**src/sv/mqsb_pkg.sv**
```systemverilog
// Shared types and constants for the multi-queue shared buffer.
`timescale 1ns / 1ps
`default_nettype none
package mqsb_pkg;

  localparam int MODE_W = 1;
  localparam int QID_W  = 3;
  localparam int VAL_W  = 32;
  localparam int STAT_W = 2;

  // operation codes
  localparam logic [MODE_W-1:0] MODE_PUSH = 1'b0;
  localparam logic [MODE_W-1:0] MODE_POP  = 1'b1;

  // result status codes
  localparam logic [STAT_W-1:0] STAT_DONE  = 2'd0;
  localparam logic [STAT_W-1:0] STAT_FULL  = 2'd1;
  localparam logic [STAT_W-1:0] STAT_EMPTY = 2'd2;

  typedef enum logic [1:0] {
    ST_IDLE,
    ST_FETCH,
    ST_UPDATE,
    ST_FINISH
  } state_t;

  // controller -> datapath
  typedef struct packed {
    logic load;
    logic fetch;
    logic update;
    logic finish;
  } cmd_t;

  // datapath -> controller
  typedef struct packed {
    logic refuse;
  } dp_stat_t;

endpackage
`default_nettype wire

```
**src/sv/mqsb_ctrl.sv**
```systemverilog
// Sequencing state machine for the multi-queue shared buffer.
`timescale 1ns / 1ps
`default_nettype none
module mqsb_ctrl (
  input  wire logic               clk,
  input  wire logic               rst_n,
  input  wire logic               start,
  input  wire mqsb_pkg::dp_stat_t stat,
  output mqsb_pkg::cmd_t          cmd,
  output logic                    busy
);
  import mqsb_pkg::*;

  state_t state_r, state_nxt;

  always_ff @(posedge clk) begin
    if (!rst_n) begin
      state_r <= ST_IDLE;
    end else begin
      state_r <= state_nxt;
    end
  end

  always_comb begin
    state_nxt = state_r;
    cmd       = '0;
    busy      = 1'b1;
    unique case (state_r)
      ST_IDLE: begin
        busy = 1'b0;
        if (start) begin
          cmd.load  = 1'b1;
          state_nxt = ST_FETCH;
        end
      end
      ST_FETCH: begin
        cmd.fetch = 1'b1;
        // refused op touches no pointer: go straight to the result
        state_nxt = stat.refuse ? ST_FINISH : ST_UPDATE;
      end
      ST_UPDATE: begin
        cmd.update = 1'b1;
        state_nxt  = ST_FINISH;
      end
      ST_FINISH: begin
        cmd.finish = 1'b1;
        state_nxt  = ST_IDLE;
      end
      default: begin
        state_nxt = ST_IDLE;
      end
    endcase
  end

endmodule
`default_nettype wire

```
**config.mk**
```make
export PLATFORM = sky130hd
export DESIGN_NAME = mqsb_ctrl
export DESIGN_NICKNAME = d
export VERILOG_FILES = /design/src/sv/mqsb_pkg.sv /design/src/sv/mqsb_ctrl.sv
export SDC_FILE = /design/constraint.sdc
export NUM_CORES = 1
export LEC_CHECK = 0
export BUFFER_PORTS_ARGS = -buffer_cell sky130_fd_sc_hd__buf_2
export CORE_AREA = 2 2 39 41
export DETAILED_ROUTE_END_ITERATION = 10
export DIE_AREA = 0 0 41 43
export PLACE_DENSITY_LB_ADDON = 0.15
export SLEW_MARGIN = 5
export SYNTH_ARGS = -nofsm -noshare
export SYNTH_HDL_FRONTEND = slang
export SYNTH_SLANG_ARGS = --single-unit
```
**constraint.sdc**
```tcl
create_clock -name clk -period 2.2 [get_ports clk]
set_clock_uncertainty 0.1 [all_clocks]
set_input_delay 0.11 -clock clk [delete_from_list [all_inputs] [get_ports clk]]
set_output_delay 0.11 -clock clk [all_outputs]
set_load 0.05 [all_outputs]
```
==> impl_metrics.toml <==
[setup_path]
cp-start-kind = "register"
worstSetupPathType = "register to output pin"
crit_path_end_kind = "output pin"
critPathSlowestCell = "dfxtp_1"
crit_fanout = 5
path_cells = "inv_1, ha_1, and2_1, buf_2"
worstPathArrival_ns = 1.28
crit_required_ns = 1.99
critPathMaxStageDelay_ns = 0.39

[floorplan]
core.rowCount = 14
die_y_um = 43
dieWidth_um = 41
dieArea_mm2 = 0.00176
start_util_pct = 11.9
core-area_mm2 = 0.00138
ios = 9

[detailed_routing]
final_antenna_net_count = 0
vias = 153
drtIter0Drc = 0
drc = 0
totalWireLength_um = 360
viasPerCell = 3.40
dr.pass1.iters = 1
wl_per_cell_um = 8.00

[synth]
yosys-top-cells-area = "ha_1, dfxtp_1, inv_1, mux2i_1, a221oi_1"
synth_nets = 27
yosys_warnings = 0
post-synth-top-area-fraction_pct = 37.9
synth_seq_area_share_pct = 24.2
synthFlopType = "dfxtp_1"
yosysMostFrequentCell = "ha_1"
synth_common_cells = "ha_1, inv_1, dfxtp_1"
ys_seq_elements = 2
synth_cells = 18
netlist_area_um2 = 165
synthArstFlopShare_pct = 0
synth_cell_types = 10
avgSynthCellArea_um2 = 9.18
synth-edff-count = 0
post-synth-top-area-cell = "ha_1"

[global_route]
grtUsageTotal_pct = 6.10
gr-total-overflow = 0
antenna_found_initial = 0
met2_usage_pct = 7.50
grt_start_max_net_pins = 6
grt_pass1_wl_um = 648
first_global_vias = 173
grt_util_met3_pct = 1.57
grt_use_met1_pct = 6.03
busiest_layer = "met4"

[sta]
tightest_slew_ns = 0.253
finalSetupTns_ns = 0
finalSetupViolations = 0
maxSlewHeadroom_pct = 83.3
post-route-period-util_pct = 67.8
slew_violations = 0
rsz0062_at_grt = "false"
clock.fmax_mhz = 670
fin_crit_ns = 1.49
hold_viol_final = 0
worst_slack_ns = 0.708

[clock_network]
tritoncts = "built"
post-cts-setup-buffers = 0
htreeDepth = 1
ctsLongestPathBuffers = 2
postCtsHoldBufs = 0
insertion_delay_ns = 0.22
cts_sinks = 2
clkTransAtPathRegs_ns = 0.03
ctsResizeCount = 0
clock-root-buffer = "clkbuf_4"
cts_buffers = 3

[placement]
place_ws_ns = 0.762
gp_congestion = 0.616
portBuffers = 8
placed_area_um2 = 225

[run_status]
status = "finished, final reports clean"

[finish]
drive_gt1_share_pct = 37.9
fin_nets = 40
design_area_um2 = 248
reg_top3 = "state_r: 2 flops"
synthToLayoutAreaGrowth_pct = 50.0
top_register = "state_r"
final_util_pct = 17.9
largest_reg_flops = 2
fillers = 161
n_antenna_cell = 0

[hold_path]
hp-class = "input port to register"

[run]
max_cap_viol_count = 0
[cells in the final DEF, fill, tap and decap left out]
master | netlist | final
o21ai_1 | 1 | 1
clkbuf_4 | 0 | 3
ha_1 | 5 | 5
inv_1 | 4 | 4
and2_1 | 1 | 1
a221oi_1 | 1 | 1
dfxtp_1 | 2 | 2
nor2_1 | 1 | 1
nand2b_1 | 1 | 1
mux2i_1 | 1 | 1
a211oi_1 | 1 | 1
buf_2 | 0 | 8
[through the flow]
stage,hold WS (ns),cells
after floorplan,0.145,18
after global placement,0.257,42
after detailed placement,0.269,42
after CTS,0.0294,45
final,0.0277,45
after global routing,0.0605,45
[layer usage]
| layer | up-vias | wire, µm | share of wire [%] |
|---|---|---|---|
| li1 | 80 | - | - |
| met1 | 69 | 147 | 41 |
| met2 | 4 | 184 | 51 |
| met3 | 0 | 28 | 7.8 |
| met4 | 0 | 0 | 0 |
| met5 | - | 0 | 0 |
[layout make-up]
cell class | instances | area [µm²] | share of cell area (%)
Clock buffer | 3 | 22.5 | 9.09
Inverter | 4 | 15.0 | 6.06
Timing Repair Buffer | 8 | 40.0 | 16.2
Sequential cell | 2 | 40.0 | 16.2
Multi-Input combinational cell | 12 | 110 | 44.4
Tap cell | 16 | 20.0 | 8.08
[kinds of logic (layout without fill, tap and decap cells)]
family / count (synthesis) / after routing / synth area share (%)
DFF: 2 / 2 / 24.2
adders and majority gates: 5 / 5 / 37.9
AOI/OAI and AO/OA: 3 / 3 / 12.9
and+or+nand+nor: 3 / 3 / 9.85
muxes: 1 / 1 / 6.06
buffers and inverters: 4 / 15 / 9.09
[worst max-delay path, delay by kind of cell (launching register included)]
kind                       cells  cell delay, ns
DFF                            1            0.39
buffers and inverters          2            0.30
adders and majority gates      1            0.21
and+or+nand+nor                1            0.15
[path summary, 6_finish.rpt]
path                    from         end  slack, ns  depth (start not counted)
setup reg to reg  state_r[1]  state_r[0]       0.79                          5
setup / recovery  state_r[1]      cmd[3]       0.71                          4
hold reg to reg   state_r[1]  state_r[1]       0.48                          2
hold / removal         rst_n  state_r[1]       0.03                          3
Power is left out: the tool's default activity adds up to more than one toggle a clock period on the data nets, which glitch-free logic cannot reach.
